===== config.mk =====
export PLATFORM = sky130hd
export DESIGN_NAME = ultrasonic_frame_distance_parser_flat
export DESIGN_NICKNAME = d
export VERILOG_FILES = /design/src/rtl/ufdp_pkg.sv /design/src/rtl/ufdp_if.sv /design/src/rtl/ufdp_front.sv /design/src/rtl/ufdp_queue.sv /design/src/rtl/ufdp_back.sv /design/src/rtl/ultrasonic_frame_distance_parser.sv /design/src/flat_wrapper.sv
export SDC_FILE = /design/constraint.sdc
export NUM_CORES = 1
export LEC_CHECK = 0
export ABC_CLOCK_PERIOD_IN_PS = 9300
export BUFFER_PORTS_ARGS = -buffer_cell sky130_fd_sc_hd__buf_2
export CAP_MARGIN = 25
export CORE_ASPECT_RATIO = 0.5
export CORE_UTILIZATION = 36
export DETAILED_ROUTE_END_ITERATION = 8
export PLACE_DENSITY = 0.54
export SLEW_MARGIN = 20
export SYNTH_ARGS = -nofsm -noshare
export SYNTH_HDL_FRONTEND = slang
export SYNTH_SLANG_ARGS = --single-unit

===== constraint.sdc =====
create_clock -name clk -period 9.3 [get_ports clk]
set_input_delay 1.86 -clock clk [delete_from_list [all_inputs] [get_ports clk]]
set_output_delay 1.86 -clock clk [all_outputs]
set_load 0.005 [all_outputs]

===== src/rtl/ufdp_pkg.sv =====
// shared types, constants and codes of the ultrasonic frame distance parser
package ufdp_pkg;

    localparam int BYTE_W      = 8;
    localparam int RAW_W       = 16;
    localparam int DIST_W      = 13;
    localparam int STATUS_W    = 2;
    localparam int CFG_INDEX_W = 1;
    localparam int CFG_DATA_W  = 16;
    localparam int PROD_W      = 32;

    localparam int QUEUE_DEPTH_DEFAULT = 2;

    localparam logic [BYTE_W-1:0] FRAME_HEADER = 8'hFF;
    localparam logic [BYTE_W-1:0] MARKER_BYTE  = 8'hAA;
    localparam logic [BYTE_W-1:0] MARKER_SUM   = 8'd53;

    // x / 10 == (x * 0xCCCD) >> 19 for every 16-bit x
    localparam logic [RAW_W-1:0] DIV10_RECIP = 16'hCCCD;
    localparam int               DIV10_SHIFT = 19;

    localparam logic [DIST_W-1:0] STOP_DISTANCE_RESET = 13'd5;
    localparam logic [RAW_W-1:0]  MAX_RANGE_RESET     = 16'd4500;

    localparam logic [CFG_INDEX_W-1:0] CFG_STOP_DISTANCE = 1'd0;
    localparam logic [CFG_INDEX_W-1:0] CFG_MAX_RANGE     = 1'd1;

    typedef enum logic [STATUS_W-1:0] {
        STATUS_VALID        = 2'd0,
        STATUS_OUT_OF_RANGE = 2'd1,
        STATUS_BAD_SUM      = 2'd2,
        STATUS_NO_HEADER    = 2'd3
    } status_t;

    typedef enum logic [1:0] {
        POS_HEADER = 2'd0,
        POS_HIGH   = 2'd1,
        POS_LOW    = 2'd2,
        POS_SUM    = 2'd3
    } pos_t;

    typedef struct packed {
        logic [RAW_W-1:0] raw;
        status_t          status;
    } entry_t;

endpackage


===== src/rtl/ufdp_if.sv =====
// valid/ready channels for received bytes and distance results
interface ufdp_byte_if;
    logic                       valid;
    logic                       ready;
    logic [ufdp_pkg::BYTE_W-1:0] rx_byte;

    modport source (output valid, output rx_byte, input ready);
    modport sink   (input valid, input rx_byte, output ready);
endinterface

interface ufdp_result_if;
    logic                          valid;
    logic                          ready;
    logic [ufdp_pkg::DIST_W-1:0]   distance_cm;
    logic [ufdp_pkg::STATUS_W-1:0] frame_status;
    logic                          collision;

    modport source (output valid, output distance_cm, output frame_status,
                    output collision, input ready);
    modport sink   (input valid, input distance_cm, input frame_status,
                    input collision, output ready);
endinterface


===== src/rtl/ufdp_front.sv =====
// front end: frame position tracking and classification of received bytes
module ufdp_front
(
    input  logic                           clk,
    input  logic                           rst_n,
    input  logic                           valid,
    input  logic [ufdp_pkg::BYTE_W-1:0]    rx_byte,
    output logic                           ready,
    input  logic [ufdp_pkg::RAW_W-1:0]     max_range_raw,
    input  logic                           queue_full,
    output logic                           push,
    output ufdp_pkg::entry_t               push_entry
);

    ufdp_pkg::pos_t               pos_reg;
    ufdp_pkg::pos_t               pos_next;
    logic [ufdp_pkg::BYTE_W-1:0]  high_reg;
    logic [ufdp_pkg::BYTE_W-1:0]  low_reg;
    logic [ufdp_pkg::BYTE_W-1:0]  sum;
    logic                         accept;

    assign ready  = !queue_full;
    assign accept = valid && ready;
    assign sum    = ufdp_pkg::FRAME_HEADER + high_reg + low_reg;

    always_comb
    begin
        pos_next = pos_reg;
        if (accept)
        begin
            case (pos_reg)
                ufdp_pkg::POS_HEADER:
                begin
                    if (rx_byte == ufdp_pkg::FRAME_HEADER)
                    begin
                        pos_next = ufdp_pkg::POS_HIGH;
                    end
                end
                ufdp_pkg::POS_HIGH: pos_next = ufdp_pkg::POS_LOW;
                ufdp_pkg::POS_LOW:  pos_next = ufdp_pkg::POS_SUM;
                ufdp_pkg::POS_SUM:  pos_next = ufdp_pkg::POS_HEADER;
                default:            pos_next = ufdp_pkg::POS_HEADER;
            endcase
        end
    end

    always_comb
    begin
        push              = 1'b0;
        push_entry.raw    = '0;
        push_entry.status = ufdp_pkg::STATUS_NO_HEADER;
        case (pos_reg)
            ufdp_pkg::POS_HEADER:
            begin
                push = accept && (rx_byte != ufdp_pkg::FRAME_HEADER);
            end
            ufdp_pkg::POS_SUM:
            begin
                push = accept;
                if (high_reg == ufdp_pkg::MARKER_BYTE && low_reg == ufdp_pkg::MARKER_BYTE
                    && rx_byte == ufdp_pkg::MARKER_SUM)
                begin
                    push_entry.raw    = max_range_raw;
                    push_entry.status = ufdp_pkg::STATUS_OUT_OF_RANGE;
                end
                else if (sum == rx_byte)
                begin
                    push_entry.raw    = {high_reg, low_reg};
                    push_entry.status = ufdp_pkg::STATUS_VALID;
                end
                else
                begin
                    push_entry.status = ufdp_pkg::STATUS_BAD_SUM;
                end
            end
            default:
            begin
                push = 1'b0;
            end
        endcase
    end

    always_ff @(posedge clk or negedge rst_n)
    begin
        if (!rst_n)
        begin
            pos_reg <= ufdp_pkg::POS_HEADER;
        end
        else
        begin
            pos_reg <= pos_next;
        end
    end

    always_ff @(posedge clk)
    begin
        if (accept && pos_reg == ufdp_pkg::POS_HIGH)
        begin
            high_reg <= rx_byte;
        end
        if (accept && pos_reg == ufdp_pkg::POS_LOW)
        begin
            low_reg <= rx_byte;
        end
    end

    // a checksum byte always closes the frame
    assert property (@(posedge clk) disable iff (!rst_n)
        accept && pos_reg == ufdp_pkg::POS_SUM |=> pos_reg == ufdp_pkg::POS_HEADER)
        else $error("frame not closed after checksum byte");

    // a result leaves the front only for a stray byte or a checksum byte
    assert property (@(posedge clk) disable iff (!rst_n)
        push |-> accept && (pos_reg == ufdp_pkg::POS_SUM || pos_reg == ufdp_pkg::POS_HEADER))
        else $error("result pushed outside header or checksum position");

endmodule


===== src/rtl/ufdp_queue.sv =====
// short queue of classified frames between front and back
module ufdp_queue
#(
    parameter int DEPTH = ufdp_pkg::QUEUE_DEPTH_DEFAULT
)
(
    input  logic              clk,
    input  logic              rst_n,
    input  logic              push,
    input  ufdp_pkg::entry_t  push_entry,
    output logic              full,
    input  logic              pop,
    output logic              not_empty,
    output ufdp_pkg::entry_t  pop_entry
);

    localparam int PTR_W   = $clog2(DEPTH);
    localparam int COUNT_W = $clog2(DEPTH + 1);
    localparam logic [PTR_W-1:0]   LAST_PTR   = PTR_W'(DEPTH - 1);
    localparam logic [COUNT_W-1:0] FULL_COUNT = COUNT_W'(DEPTH);

    ufdp_pkg::entry_t     slot_reg [DEPTH];
    logic [PTR_W-1:0]     wr_ptr_reg;
    logic [PTR_W-1:0]     wr_ptr_next;
    logic [PTR_W-1:0]     rd_ptr_reg;
    logic [PTR_W-1:0]     rd_ptr_next;
    logic [COUNT_W-1:0]   count_reg;
    logic [COUNT_W-1:0]   count_next;
    logic                 do_push;
    logic                 do_pop;

    assign full      = (count_reg == FULL_COUNT);
    assign not_empty = (count_reg != '0);
    assign do_push   = push && !full;
    assign do_pop    = pop && not_empty;
    assign pop_entry = slot_reg[rd_ptr_reg];

    always_comb
    begin
        wr_ptr_next = wr_ptr_reg;
        rd_ptr_next = rd_ptr_reg;
        count_next  = count_reg;
        if (do_push)
        begin
            wr_ptr_next = (wr_ptr_reg == LAST_PTR) ? '0 : wr_ptr_reg + 1'b1;
        end
        if (do_pop)
        begin
            rd_ptr_next = (rd_ptr_reg == LAST_PTR) ? '0 : rd_ptr_reg + 1'b1;
        end
        if (do_push && !do_pop)
        begin
            count_next = count_reg + 1'b1;
        end
        else if (do_pop && !do_push)
        begin
            count_next = count_reg - 1'b1;
        end
    end

    always_ff @(posedge clk or negedge rst_n)
    begin
        if (!rst_n)
        begin
            wr_ptr_reg <= '0;
            rd_ptr_reg <= '0;
            count_reg  <= '0;
        end
        else
        begin
            wr_ptr_reg <= wr_ptr_next;
            rd_ptr_reg <= rd_ptr_next;
            count_reg  <= count_next;
        end
    end

    always_ff @(posedge clk)
    begin
        if (do_push)
        begin
            slot_reg[wr_ptr_reg] <= push_entry;
        end
    end

    assert property (@(posedge clk) disable iff (!rst_n)
        count_reg <= FULL_COUNT)
        else $error("queue count beyond depth");

    assert property (@(posedge clk) disable iff (!rst_n)
        do_push && !do_pop |=> count_reg == $past(count_reg) + 1'b1)
        else $error("queue count lost a push");

endmodule


===== src/rtl/ufdp_back.sv =====
// back end: divide by ten, collision compare and output register
module ufdp_back
(
    input  logic                           clk,
    input  logic                           rst_n,
    input  logic                           queue_not_empty,
    input  ufdp_pkg::entry_t               queue_entry,
    output logic                           pop,
    input  logic [ufdp_pkg::DIST_W-1:0]    stop_distance,
    output logic                           valid,
    input  logic                           ready,
    output logic [ufdp_pkg::DIST_W-1:0]    distance_cm,
    output logic [ufdp_pkg::STATUS_W-1:0]  frame_status,
    output logic                           collision
);

    logic                          a_valid_reg;
    logic                          a_valid_next;
    logic [ufdp_pkg::DIST_W-1:0]   a_quot_reg;
    ufdp_pkg::status_t             a_status_reg;
    logic                          out_valid_reg;
    logic                          out_valid_next;
    logic [ufdp_pkg::DIST_W-1:0]   out_dist_reg;
    ufdp_pkg::status_t             out_status_reg;
    logic                          out_coll_reg;
    logic                          a_ready;
    logic                          b_ready;
    logic                          b_load;
    logic [ufdp_pkg::PROD_W-1:0]   product;

    assign b_ready = !out_valid_reg || ready;
    assign a_ready = !a_valid_reg || b_ready;
    assign pop     = queue_not_empty && a_ready;
    assign b_load  = a_valid_reg && b_ready;
    assign product = ufdp_pkg::PROD_W'(queue_entry.raw) * ufdp_pkg::PROD_W'(ufdp_pkg::DIV10_RECIP);

    always_comb
    begin
        a_valid_next = a_valid_reg;
        if (pop)
        begin
            a_valid_next = 1'b1;
        end
        else if (b_ready)
        begin
            a_valid_next = 1'b0;
        end
        out_valid_next = out_valid_reg;
        if (b_load)
        begin
            out_valid_next = 1'b1;
        end
        else if (ready)
        begin
            out_valid_next = 1'b0;
        end
    end

    always_ff @(posedge clk or negedge rst_n)
    begin
        if (!rst_n)
        begin
            a_valid_reg   <= 1'b0;
            out_valid_reg <= 1'b0;
        end
        else
        begin
            a_valid_reg   <= a_valid_next;
            out_valid_reg <= out_valid_next;
        end
    end

    always_ff @(posedge clk)
    begin
        if (pop)
        begin
            a_quot_reg   <= product[ufdp_pkg::DIV10_SHIFT +: ufdp_pkg::DIST_W];
            a_status_reg <= queue_entry.status;
        end
        if (b_load)
        begin
            out_dist_reg   <= a_quot_reg;
            out_status_reg <= a_status_reg;
            out_coll_reg   <= (stop_distance >= a_quot_reg);
        end
    end

    assign valid        = out_valid_reg;
    assign distance_cm  = out_dist_reg;
    assign frame_status = out_status_reg;
    assign collision    = out_coll_reg;

    // stray bytes and bad sums carry zero distance, hence always collide
    assert property (@(posedge clk) disable iff (!rst_n)
        valid && (out_status_reg == ufdp_pkg::STATUS_NO_HEADER
                  || out_status_reg == ufdp_pkg::STATUS_BAD_SUM)
        |-> distance_cm == '0 && collision)
        else $error("zero-distance result without collision");

    assert property (@(posedge clk) disable iff (!rst_n)
        b_load |=> valid && distance_cm == $past(a_quot_reg))
        else $error("output register missed a quotient");

endmodule


===== src/rtl/ultrasonic_frame_distance_parser.sv =====
// top level: configuration registers and the front, queue and back of the parser
// a result is held in a queue slot, then in the quotient and output registers
// throughput: one byte per cycle while the queue is not full; the queue lets
//   the front keep taking bytes while the back waits on a stalled output
// reset: position back to header search, queue and pipeline empty, registers to
//   stop_distance 5 and max_range_raw 4500; no clearing pass
module ultrasonic_frame_distance_parser
#(
    parameter int QUEUE_DEPTH = ufdp_pkg::QUEUE_DEPTH_DEFAULT
)
(
    input  logic                              clk,
    input  logic                              rst_n,
    ufdp_byte_if.sink                         byte_in,
    ufdp_result_if.source                     result_out,
    input  logic                              cfg_we,
    input  logic [ufdp_pkg::CFG_INDEX_W-1:0]  cfg_index,
    input  logic [ufdp_pkg::CFG_DATA_W-1:0]   cfg_data
);

    logic [ufdp_pkg::DIST_W-1:0] stop_distance_reg;
    logic [ufdp_pkg::RAW_W-1:0]  max_range_reg;
    logic                        queue_full;
    logic                        queue_not_empty;
    logic                        push;
    logic                        pop;
    ufdp_pkg::entry_t            push_entry;
    ufdp_pkg::entry_t            pop_entry;

    always_ff @(posedge clk or negedge rst_n)
    begin
        if (!rst_n)
        begin
            stop_distance_reg <= ufdp_pkg::STOP_DISTANCE_RESET;
            max_range_reg     <= ufdp_pkg::MAX_RANGE_RESET;
        end
        else if (cfg_we)
        begin
            case (cfg_index)
                ufdp_pkg::CFG_STOP_DISTANCE: stop_distance_reg <= cfg_data[ufdp_pkg::DIST_W-1:0];
                ufdp_pkg::CFG_MAX_RANGE:     max_range_reg     <= cfg_data[ufdp_pkg::RAW_W-1:0];
                default:                     ;
            endcase
        end
    end

    ufdp_front u_front
    (
        .clk           (clk),
        .rst_n         (rst_n),
        .valid         (byte_in.valid),
        .rx_byte       (byte_in.rx_byte),
        .ready         (byte_in.ready),
        .max_range_raw (max_range_reg),
        .queue_full    (queue_full),
        .push          (push),
        .push_entry    (push_entry)
    );

    ufdp_queue #(.DEPTH(QUEUE_DEPTH)) u_queue
    (
        .clk        (clk),
        .rst_n      (rst_n),
        .push       (push),
        .push_entry (push_entry),
        .full       (queue_full),
        .pop        (pop),
        .not_empty  (queue_not_empty),
        .pop_entry  (pop_entry)
    );

    ufdp_back u_back
    (
        .clk             (clk),
        .rst_n           (rst_n),
        .queue_not_empty (queue_not_empty),
        .queue_entry     (pop_entry),
        .pop             (pop),
        .stop_distance   (stop_distance_reg),
        .valid           (result_out.valid),
        .ready           (result_out.ready),
        .distance_cm     (result_out.distance_cm),
        .frame_status    (result_out.frame_status),
        .collision       (result_out.collision)
    );

endmodule

===== src/flat_wrapper.sv =====
// flat-port wrapper written by rule: the top's interface ports become plain ports
module ultrasonic_frame_distance_parser_flat 
#(
    parameter int QUEUE_DEPTH = ufdp_pkg::QUEUE_DEPTH_DEFAULT
)
  (clk, rst_n, cfg_we, cfg_index, cfg_data, byte_in_valid, byte_in_rx_byte, byte_in_ready, result_out_valid, result_out_distance_cm, result_out_frame_status, result_out_collision, result_out_ready);
  ufdp_byte_if byte_in_i ();
  ufdp_result_if result_out_i ();
  input  logic clk;
  input  logic rst_n;
  input  logic cfg_we;
  input  logic [ufdp_pkg::CFG_INDEX_W-1:0] cfg_index;
  input  logic [ufdp_pkg::CFG_DATA_W-1:0] cfg_data;
  input wire logic [$bits(byte_in_i.valid)-1:0] byte_in_valid;
  input wire logic [$bits(byte_in_i.rx_byte)-1:0] byte_in_rx_byte;
  output wire logic [$bits(byte_in_i.ready)-1:0] byte_in_ready;
  output wire logic [$bits(result_out_i.valid)-1:0] result_out_valid;
  output wire logic [$bits(result_out_i.distance_cm)-1:0] result_out_distance_cm;
  output wire logic [$bits(result_out_i.frame_status)-1:0] result_out_frame_status;
  output wire logic [$bits(result_out_i.collision)-1:0] result_out_collision;
  input wire logic [$bits(result_out_i.ready)-1:0] result_out_ready;
  assign byte_in_i.valid = byte_in_valid;
  assign byte_in_i.rx_byte = byte_in_rx_byte;
  assign byte_in_ready = byte_in_i.ready;
  assign result_out_valid = result_out_i.valid;
  assign result_out_distance_cm = result_out_i.distance_cm;
  assign result_out_frame_status = result_out_i.frame_status;
  assign result_out_collision = result_out_i.collision;
  assign result_out_i.ready = result_out_ready;
  ultrasonic_frame_distance_parser #(.QUEUE_DEPTH(QUEUE_DEPTH)) u_core (.clk(clk), .rst_n(rst_n), .byte_in(byte_in_i), .result_out(result_out_i), .cfg_we(cfg_we), .cfg_index(cfg_index), .cfg_data(cfg_data));
endmodule

Word level (Yosys, flattened, before mapping) --
Memories as Yosys holds them, arrays and structs flattened. Index checks and enable logic that the tools add are counted.
Word-level totals: register bits after elaboration 84, bits in writable memories 36, bits of input ports 30, output and inout bits 18, memories 1
Memories:
- u_core.u_queue.slot_reg | words 2, bits a word 18, read ports 1, clocked after memory_dff 0, wr ports 1, line ufdp_queue.sv:22 | ufdp_pkg::entry_t slot_reg [DEPTH];
Operators by class: add/sub/neg operators 6, $mul 1, $lt $le $gt $ge 1, equality and inequality tests 11, muxes and demuxes 17, bitwise operators 1, reductions and logical operators 27
Operators by type and width (count):
- $mux W18 | 2
- $mul A16 B16 Y32 const B | 1
- $eq A8 B8 Y1 const B | 3
- $mux W16 | 1
- $ge A13 B13 Y1 | 1
- $logic_and A1 B1 Y1 | 12
- $add A8 B8 Y8 | 1
- $add A8 B8 Y8 const A | 1
- $eq A8 B6 Y1 const B | 1
- $eq A8 B8 Y1 | 1
- $mux W1 | 8
- $mux W2 | 4
- $ne A8 B8 Y1 const B | 1
- $pmux W2 S4 | 1
- $reduce_bool A2 Y1 | 4
- $eq A2 B2 Y1 const B | 3
- $reduce_and A2 Y1 | 3
- $logic_not A1 Y1 | 5
- $add A1 B1 Y1 const B | 2
- $add A2 B1 Y2 const B | 1
- $eq A2 B1 Y1 const B | 1
- $logic_not A2 Y1 | 1
- $logic_or A1 B1 Y1 | 2
- $ne A2 B2 Y1 const B | 1
- 3 further kinds | 3

Longest topological paths before layout --
Gate-level depths: netlist of the first run.
depth in word-level cells 10, depth in mapped cells 23, depth with buffers taken out 21

Hierarchy --
Synthesis of the first run repeated with hierarchy kept, for this count alone.
Unflattened totals: cells, all modules 863, area, all modules 10129.7 µm²
Modules (own cells, without submodules):
- ufdp_back | instances 1, cells each 572, area each 5957.0 µm²
- ufdp_queue | instances 1, cells each 75, area each 1549.0 µm²
- ufdp_front | instances 1, cells each 154, area each 1477.7 µm²
- ultrasonic_frame_distance_parser | instances 1, cells each 62, area each 1146.1 µm²

Least setup slack after synthesis of the first run --
No wires, ideal clock.
path type register -> register, start register u_core.u_queue.rd_ptr_reg, end register u_core.u_back.a_quot_reg[11] (netlist name), data pin, setup time 0.258 ns, data arrival time 6.272 ns, required time 9.042 ns, slack 2.770 ns, stages on the path, launching flop included 22, path through dfrtp_1 -> clkbuf_1 -> clkbuf_1 -> mux2_2 -> ha_1 -> inv_1 -> fa_1 -> inv_1 -> fa_1 -> fa_1 -> fa_1 -> inv_1 -> fa_1 -> inv_1 -> ha_1 -> nand4_4 -> nor2_1 -> a2111oi_4 -> a21oi_4 -> a31o_1 -> o32a_1 -> xor2_1
Between the ends: longest elaborated chain between the ends 2
Ends and longest elaborated chain:
- from (decl) | line ufdp_queue.sv:25 | logic [PTR_W-1:0] rd_ptr_reg;
- from (signal assigned) | line ufdp_queue.sv:72 | rd_ptr_reg <= rd_ptr_next;
- $mem_v2 Z2 W18
- $mul A16 B16 Y32 | line ufdp_back.sv:35 | assign product = ufdp_pkg::PROD_W'(queue_entry.raw) * ufdp_pkg::PROD_W'(ufdp_pkg::DIV10_RECIP);
- named net u_core.u_back.product, one bit | line ufdp_back.sv:29 | logic [ufdp_pkg::PROD_W-1:0] product;
- to (signal assigned) | line ufdp_back.sv:77 | a_quot_reg <= product[ufdp_pkg::DIV10_SHIFT +: ufdp_pkg::DIST_W];
- to (decl) | line ufdp_back.sv:19 | logic [ufdp_pkg::DIST_W-1:0] a_quot_reg;
The timed path passes the listed nets, and every way through them passes these cells. A chain may end at the register's enable or synchronous reset.

Worst setup path after layout of the first run --
Ends and elaborated chain as after synthesis.

==> metrics.cfg, run 1 <==
[run]
drv_cap=0

[floorplanning]
die_w_um=237.8
die_h_um=119.9
floorplan.rows=42
dieArea_um2=28520
coreArea_um2=26850
num_io_pins=48
initial_core_util=0.3728

[timing]
hold_violations=0
finalCriticalPeriod_ns=6.876
skew_ns=0.01253
fin_crit_sh=0.7394
relSlewSlack=0.3727
clock.fmax_mhz=145.4
finalSetupViolCount=0
fin_setup_tns_ns=0
worst_pin_slew_ns=0.9390
hold-worst-slack_ns=0.4202
timing.final.max_slew_violations=0
rsz0062_at_grt=false

[detailed_routing]
drtPass1Iterations=5
drc=0
post_drt_wl_per_cell_um=17.69
viasPerCell=4.838
routed_wl_um=23100
antenna_left=0
vias=6318
first_iter_violations=334

[finish]
fillers=2509
antennaDiodeCount=0
largest_reg_flops=36
drive_gt1_frac=0.1524
area_growth_pct=12.66
nets=1193

[yosys]
synth_area_per_cell_um2=11.63
synth_fp_nets=1135
muxShareOfSynthArea=0.05324
synth_edf_count=83
synth-seq-area-share=0.3423
synthArstFlopShare=0.3083
synth_top_family_by_area=adder cells
synth_cell_types=62
synth_xor_area_frac=0.03325
synthAdderAreaFrac=0.3650
syn_inst=861
synth_area_um2=10010
synth_warnings=0
synth-simple-area-share=0.05349
synth-seq-cells=120
synth_compound_area_frac=0.07274
synth_ff_type=edfxtp_1

[critical_path]
crit_required_ns=9.45
worstPathMaxFanout=21
reg2reg_depth=18
arrival_ns=7.03
end_kind=register
cp-start-kind=register
cp-endpoint=u_core.u_back.a_quot_reg[11]
rr_endpoint=u_core.u_back.a_quot_reg[11]
rrSetupSlack_ns=2.42
path_class=reg -> reg
startpoint=u_core.u_queue.rd_ptr_reg
r2r-start=u_core.u_queue.rd_ptr_reg

[worst_hold_path]
hold_class=reg -> reg
min_path_cells=0

[clocking]
cts-htree-levels=4
insertion_delay_ns=0.42
root_buffer=clkbuf_16
cts_resized=0
cts_buffers=17
cts_tree=built
clk_pin_slew_ns=0.06
cts_sinks=120
clock_path_buffers=2
post_cts_buffers=0
cts_hold_buf=0

[grt]
track_usage=0.1709
first_global_vias=6534
grt-ovfl-total=0
grt_max_degree=38
grt_pass1_wl_um=36630
antenna_found_initial=0

[placement]
dp_hpwl_um=19080
place.port_buffers=47
gp_congestion=0.9053

[status]
outcome=finished clean

[synth_stat cells, types with 14 or more instances]
library cell,instances,area [um^2]
a21oi_1,23,115.1
inv_1,202,758.2
fa_1,80,1602
mux2_2,42,473.0
ha_1,164,2052
dfrtp_1,30,750.7
o21ai_0,17,85.08
nand2_1,33,123.9
edfxtp_1,83,2492
xor2_1,17,148.9
xnor2_1,21,183.9
nor2_1,14,52.55
[stage by stage]
step | utilization | area, um^2 | std cells | setup slack, ns
6_report | 0.4200 | 11280 | 1306 | 2.424
5_1_grt | 0.4200 | 11280 | 1306 | 2.074
4_1_cts | 0.4200 | 11280 | 1306 | 2.384
3_5_place_dp | 0.3982 | 10690 | 1274 | 2.365
3_3_place_gp | 0.3982 | 10690 | 1274 | 2.447
2_1_floorplan | - | 10010 | 861 | 2.770
[metal layers]
layer	part of all wire	up-vias	global-route usage
met3	0.039	17	0.02323
met5	0	-	0
met2	0.43	126	0.2586
li1	-	3022	-
met1	0.52	3153	0.2584
met4	0.0090	0	0.03669
[cell families (layout without fill, tap and decap cells)]
family,after synthesis,after routing
flip-flops,120,120
AO/OA/AOI/OAI,97,97
AND/OR/NAND/NOR,102,102
XOR/XNOR,38,38
multiplexers,48,48
adder cells (fa/ha/maj),244,244
buffers and inverters,212,283
[worst min-delay path by stage]
stage / end / start / slack (ns)
detailed placement: u_core.u_back.frame_status[0] / u_core.u_back.a_status_reg[0] / 0.41
finish: u_core.u_back.frame_status[0] / u_core.u_back.a_status_reg[0] / 0.42
global placement: u_core.u_back.frame_status[0] / u_core.u_back.a_status_reg[0] / 0.41
global route: u_core.u_back.frame_status[0] / u_core.u_back.a_status_reg[0] / 0.42
floorplan: u_core.u_back.frame_status[0] / u_core.u_back.a_status_reg[0] / 0.40
CTS: u_core.u_back.frame_status[0] / u_core.u_back.a_status_reg[0] / 0.42
[cell usage in the layout (no fill, tap or decap), types with 4 or more instances in the layout]
cell,count
edfxtp_1,83
mux2i_1,6
ha_1,164
o21ai_0,17
fa_1,80
a32o_1,10
nor3_1,4
buf_2,47
nand2b_1,5
clkinv_4,5
nor2b_1,6
inv_1,202
clkinv_2,4
dfstp_2,7
o211a_1,5
nor2_1,14
a21oi_1,23
and3_1,4
mux2_2,42
xnor2_1,21
a21o_1,5
nand2_1,33
clkbuf_16,20
nand3_1,11
dfrtp_1,30
nand4_1,7
xor2_1,17
and2_1,4
[worst max-delay path, stage by stage, from the launching register on]
cell	delay [ns]
dfrtp_1	0.92
mux2i_1	0.49
inv_1	0.21
ha_1	0.37
inv_1	0.17
fa_1	0.47
fa_1	0.53
fa_1	0.52
fa_1	0.58
inv_1	0.07
fa_1	0.50
ha_1	0.38
nand2_1	0.09
nor2_1	0.07
a2111oi_4	0.35
a21oi_4	0.16
a31o_1	0.25
o32a_1	0.30
xor2_1	0.16
[final cells by class]
class,count,area (um^2),area share
multi-input combinational,529,5789,0.5133
sequential,120,3427,0.3039
inverter,202,758.2,0.06723
clock buffer,20,500.5,0.04438
tap,374,467.9,0.04149
timing repair buffer,49,250.2,0.02219
clock inverter,12,85.08,0.007544
Power of run 1 is not shown: default switching activity piles up to over one toggle a cycle in this logic, so the estimate is an artifact.
==> run 2: changes to the inputs <==
- ABC_AREA: not set -> 1
- ABC_CLOCK_PERIOD_IN_PS: 9300 -> 6200
- PLACE_DENSITY: 0.54 -> 0.56
- clock period: 9.3 -> 6.2 ns (I/O delays scaled with it)
==> run 2 against run 1 <==
Effect of this change:
- non-clock buffer count grew 11
- design area grew 6.3%
- first-iteration DRC count grew 19%
- wire length grew 17%
- register-to-register slack lost 2.1 ns
==> metrics.cfg, run 2 <==
[floorplanning]
coreArea_um2=29070
floorplan.rows=44
initial_core_util=0.3675
dieArea_um2=30410
die_h_um=123.8
num_io_pins=48
die_w_um=245.6

[detailed_routing]
post_drt_wl_per_cell_um=16.75
route.met2.wl_um=12280
routed_wl_um=27030
antenna_left=0
top_layer_used=met4
viasPerCell=4.891
wl_met3_um=1168
m1WireLength_um=13270
drc=0
vias=7894
drtPass1Iterations=4
first_iter_violations=397

[yosys]
muxShareOfSynthArea=0.003163
yosysTopAreaCellShare=0.2333
synth_area_um2=10680
synth_compound_area_frac=0.08094
synth_fp_nets=1420
synth_edf_count=83
syn_inst=1146
synth_cell_types=40
synth_area_per_cell_um2=9.321
synth_xor_area_frac=0.02261
synth_ff_type=edfxtp_1
synth-seq-area-share=0.3208
synthArstFlopShare=0.3083
yosysMostFrequentCell=inv_1
synth_warnings=0
synth-simple-area-share=0.1257
synth_top_family_by_area=adder cells
synthTopCellsByCount=inv_1 (268), nand2_1 (202), ha_1 (164)
ys_top_cells_by_area=edfxtp_1 (23%), ha_1 (19%), fa_1 (15%)
synthAdderAreaFrac=0.3420
synth-seq-cells=120
synth_top_cell_by_area=edfxtp_1

[grt]
grt_max_degree=38
grt_pass1_wl_um=42640
first_global_vias=7849
antenna_found_initial=0
grt-ovfl-total=0
track_usage=0.1856

[clocking]
clock_path_buffers=2
cts_buffers=17
clk_pin_slew_ns=0.06
insertion_delay_ns=0.43
root_buffer=clkbuf_16
cts_sinks=120
cts-htree-levels=4
cts_hold_buf=0
cts_tree=built

[timing]
timing.final.max_slew_violations=0
finalSetupViolCount=0
fin_setup_tns_ns=0
clock.fmax_mhz=170.4
fin_crit_sh=0.9465
finalCriticalPeriod_ns=5.868
relSlewSlack=0.4270
worst_pin_slew_ns=0.8575
skew_ns=0.01533
hold_violations=0

[critical_path]
arrival_ns=6.04
rrSetupSlack_ns=0.33
cp-start-kind=register
crit_required_ns=6.37
cp-endpoint=u_core.u_back.a_quot_reg[9]
startpoint=u_core.u_queue.rd_ptr_reg
end_kind=register
r2r-start=u_core.u_queue.rd_ptr_reg
path_class=reg -> reg
crit_slowest_cell=fa_1
rr_endpoint=u_core.u_back.a_quot_reg[9]
worstPathMaxFanout=19
cp_common_cell=fa_1
crit_chain=inv_4 -> or2_2 -> o21ai_0 -> inv_1 -> ha_1 -> inv_1 -> fa_1 -> fa_1 -> fa_1 -> fa_1 -> inv_1 -> fa_1 -> ha_1 -> nand2_1 -> nor2_1 -> buf_4 -> nand4_1 -> nor2_1 -> nor2_1 -> nand3_1 -> nand2_1
max_stage_delay_ns=0.54
reg2reg_depth=21

[finish]
fillers=2912
area_growth_pct=12.24
seq_area_um2=3428
nets=1484
largest_reg_flops=36
layout.cells.most_common=inv_1
mostFrequentLayoutCells=inv_1 (268), nand2_1 (202), ha_1 (163), edfxtp_1 (83), fa_1 (80)
multiInputGateArea_um2=6163
antennaDiodeCount=0
drive_gt1_frac=0.1014

[placement]
dp_hpwl_um=22770
gp_congestion=0.9472
place.port_buffers=47

[status]
outcome=finished clean

[worst_hold_path]
hold_class=reg -> reg

[run]
drv_cap=0

-- run 2: metal layers --
metal,GRT usage,vias to the layer above
met5,0,-
met4,0.04697,0
met3,0.02564,22
met2,0.2974,154
met1,0.2649,3898
li1,-,3820
-- run 2: worst min-delay path by stage --
| stage | from | endpoint | depth (start not counted) |
|---|---|---|---|
| final | u_core.u_back.a_status_reg[0] | u_core.u_back.frame_status[0] | 0 |
| after global routing | u_core.u_back.a_status_reg[0] | u_core.u_back.frame_status[0] | 0 |
| after CTS | u_core.u_back.a_status_reg[0] | u_core.u_back.frame_status[0] | 0 |
| after detailed placement | u_core.u_back.a_status_reg[0] | u_core.u_back.frame_status[0] | 0 |
| after global placement | u_core.u_back.a_status_reg[0] | u_core.u_back.frame_status[0] | 0 |
| after floorplan | u_core.u_back.a_status_reg[0] | u_core.u_back.frame_status[0] | 0 |
-- run 2: kinds of logic after synthesis --
group / Yosys count
AOI/OAI and AO/OA: 147
xor gates and xnor gates: 26
adders and majority gates: 244
DFF: 120
buffers and inverters: 284
and+or+nand+nor: 322
muxes: 3
-- run 2: what timing repair did --
item,CTS,global route
buffers inserted,0,2
endpoints found under the setup margin,0,12
gates resized for setup,0,12
-- run 2: layout make-up --
cell class	count	share of cell area
inverters	269	0.08443
multi-input cells	742	0.5141
flip-flops and latches	120	0.2860
clock inverters	14	0.01033
well taps	391	0.04081
repair buffers	60	0.02776
clock buffers	18	0.03663
-- run 2: critical path, delay by kind of cell (launching register included) --
family          cells  cell delay [ns]
compound gates      1             0.15
fa+ha+maj           7             3.20
buf+inv             5             0.62
flops               1             0.47
simple gates        8             1.16
-- run 2: metrics by stage --
step                      worst slack, ns  hold WS, ns  cells  utilization  cell area [um^2]
after CTS                         0.07906       0.4339   1612       0.4109             11950
after detailed placement          0.06206       0.4210   1580       0.3916             11380
after floorplan                    0.8262       0.4003   1146            -             10680
final                              0.3315       0.4304   1614       0.4124             11990
after global routing            -0.004123       0.4334   1614       0.4124             11990
after global placement             0.1275       0.4380   1580       0.3916             11380
Power of run 2 is left out for the same reason.
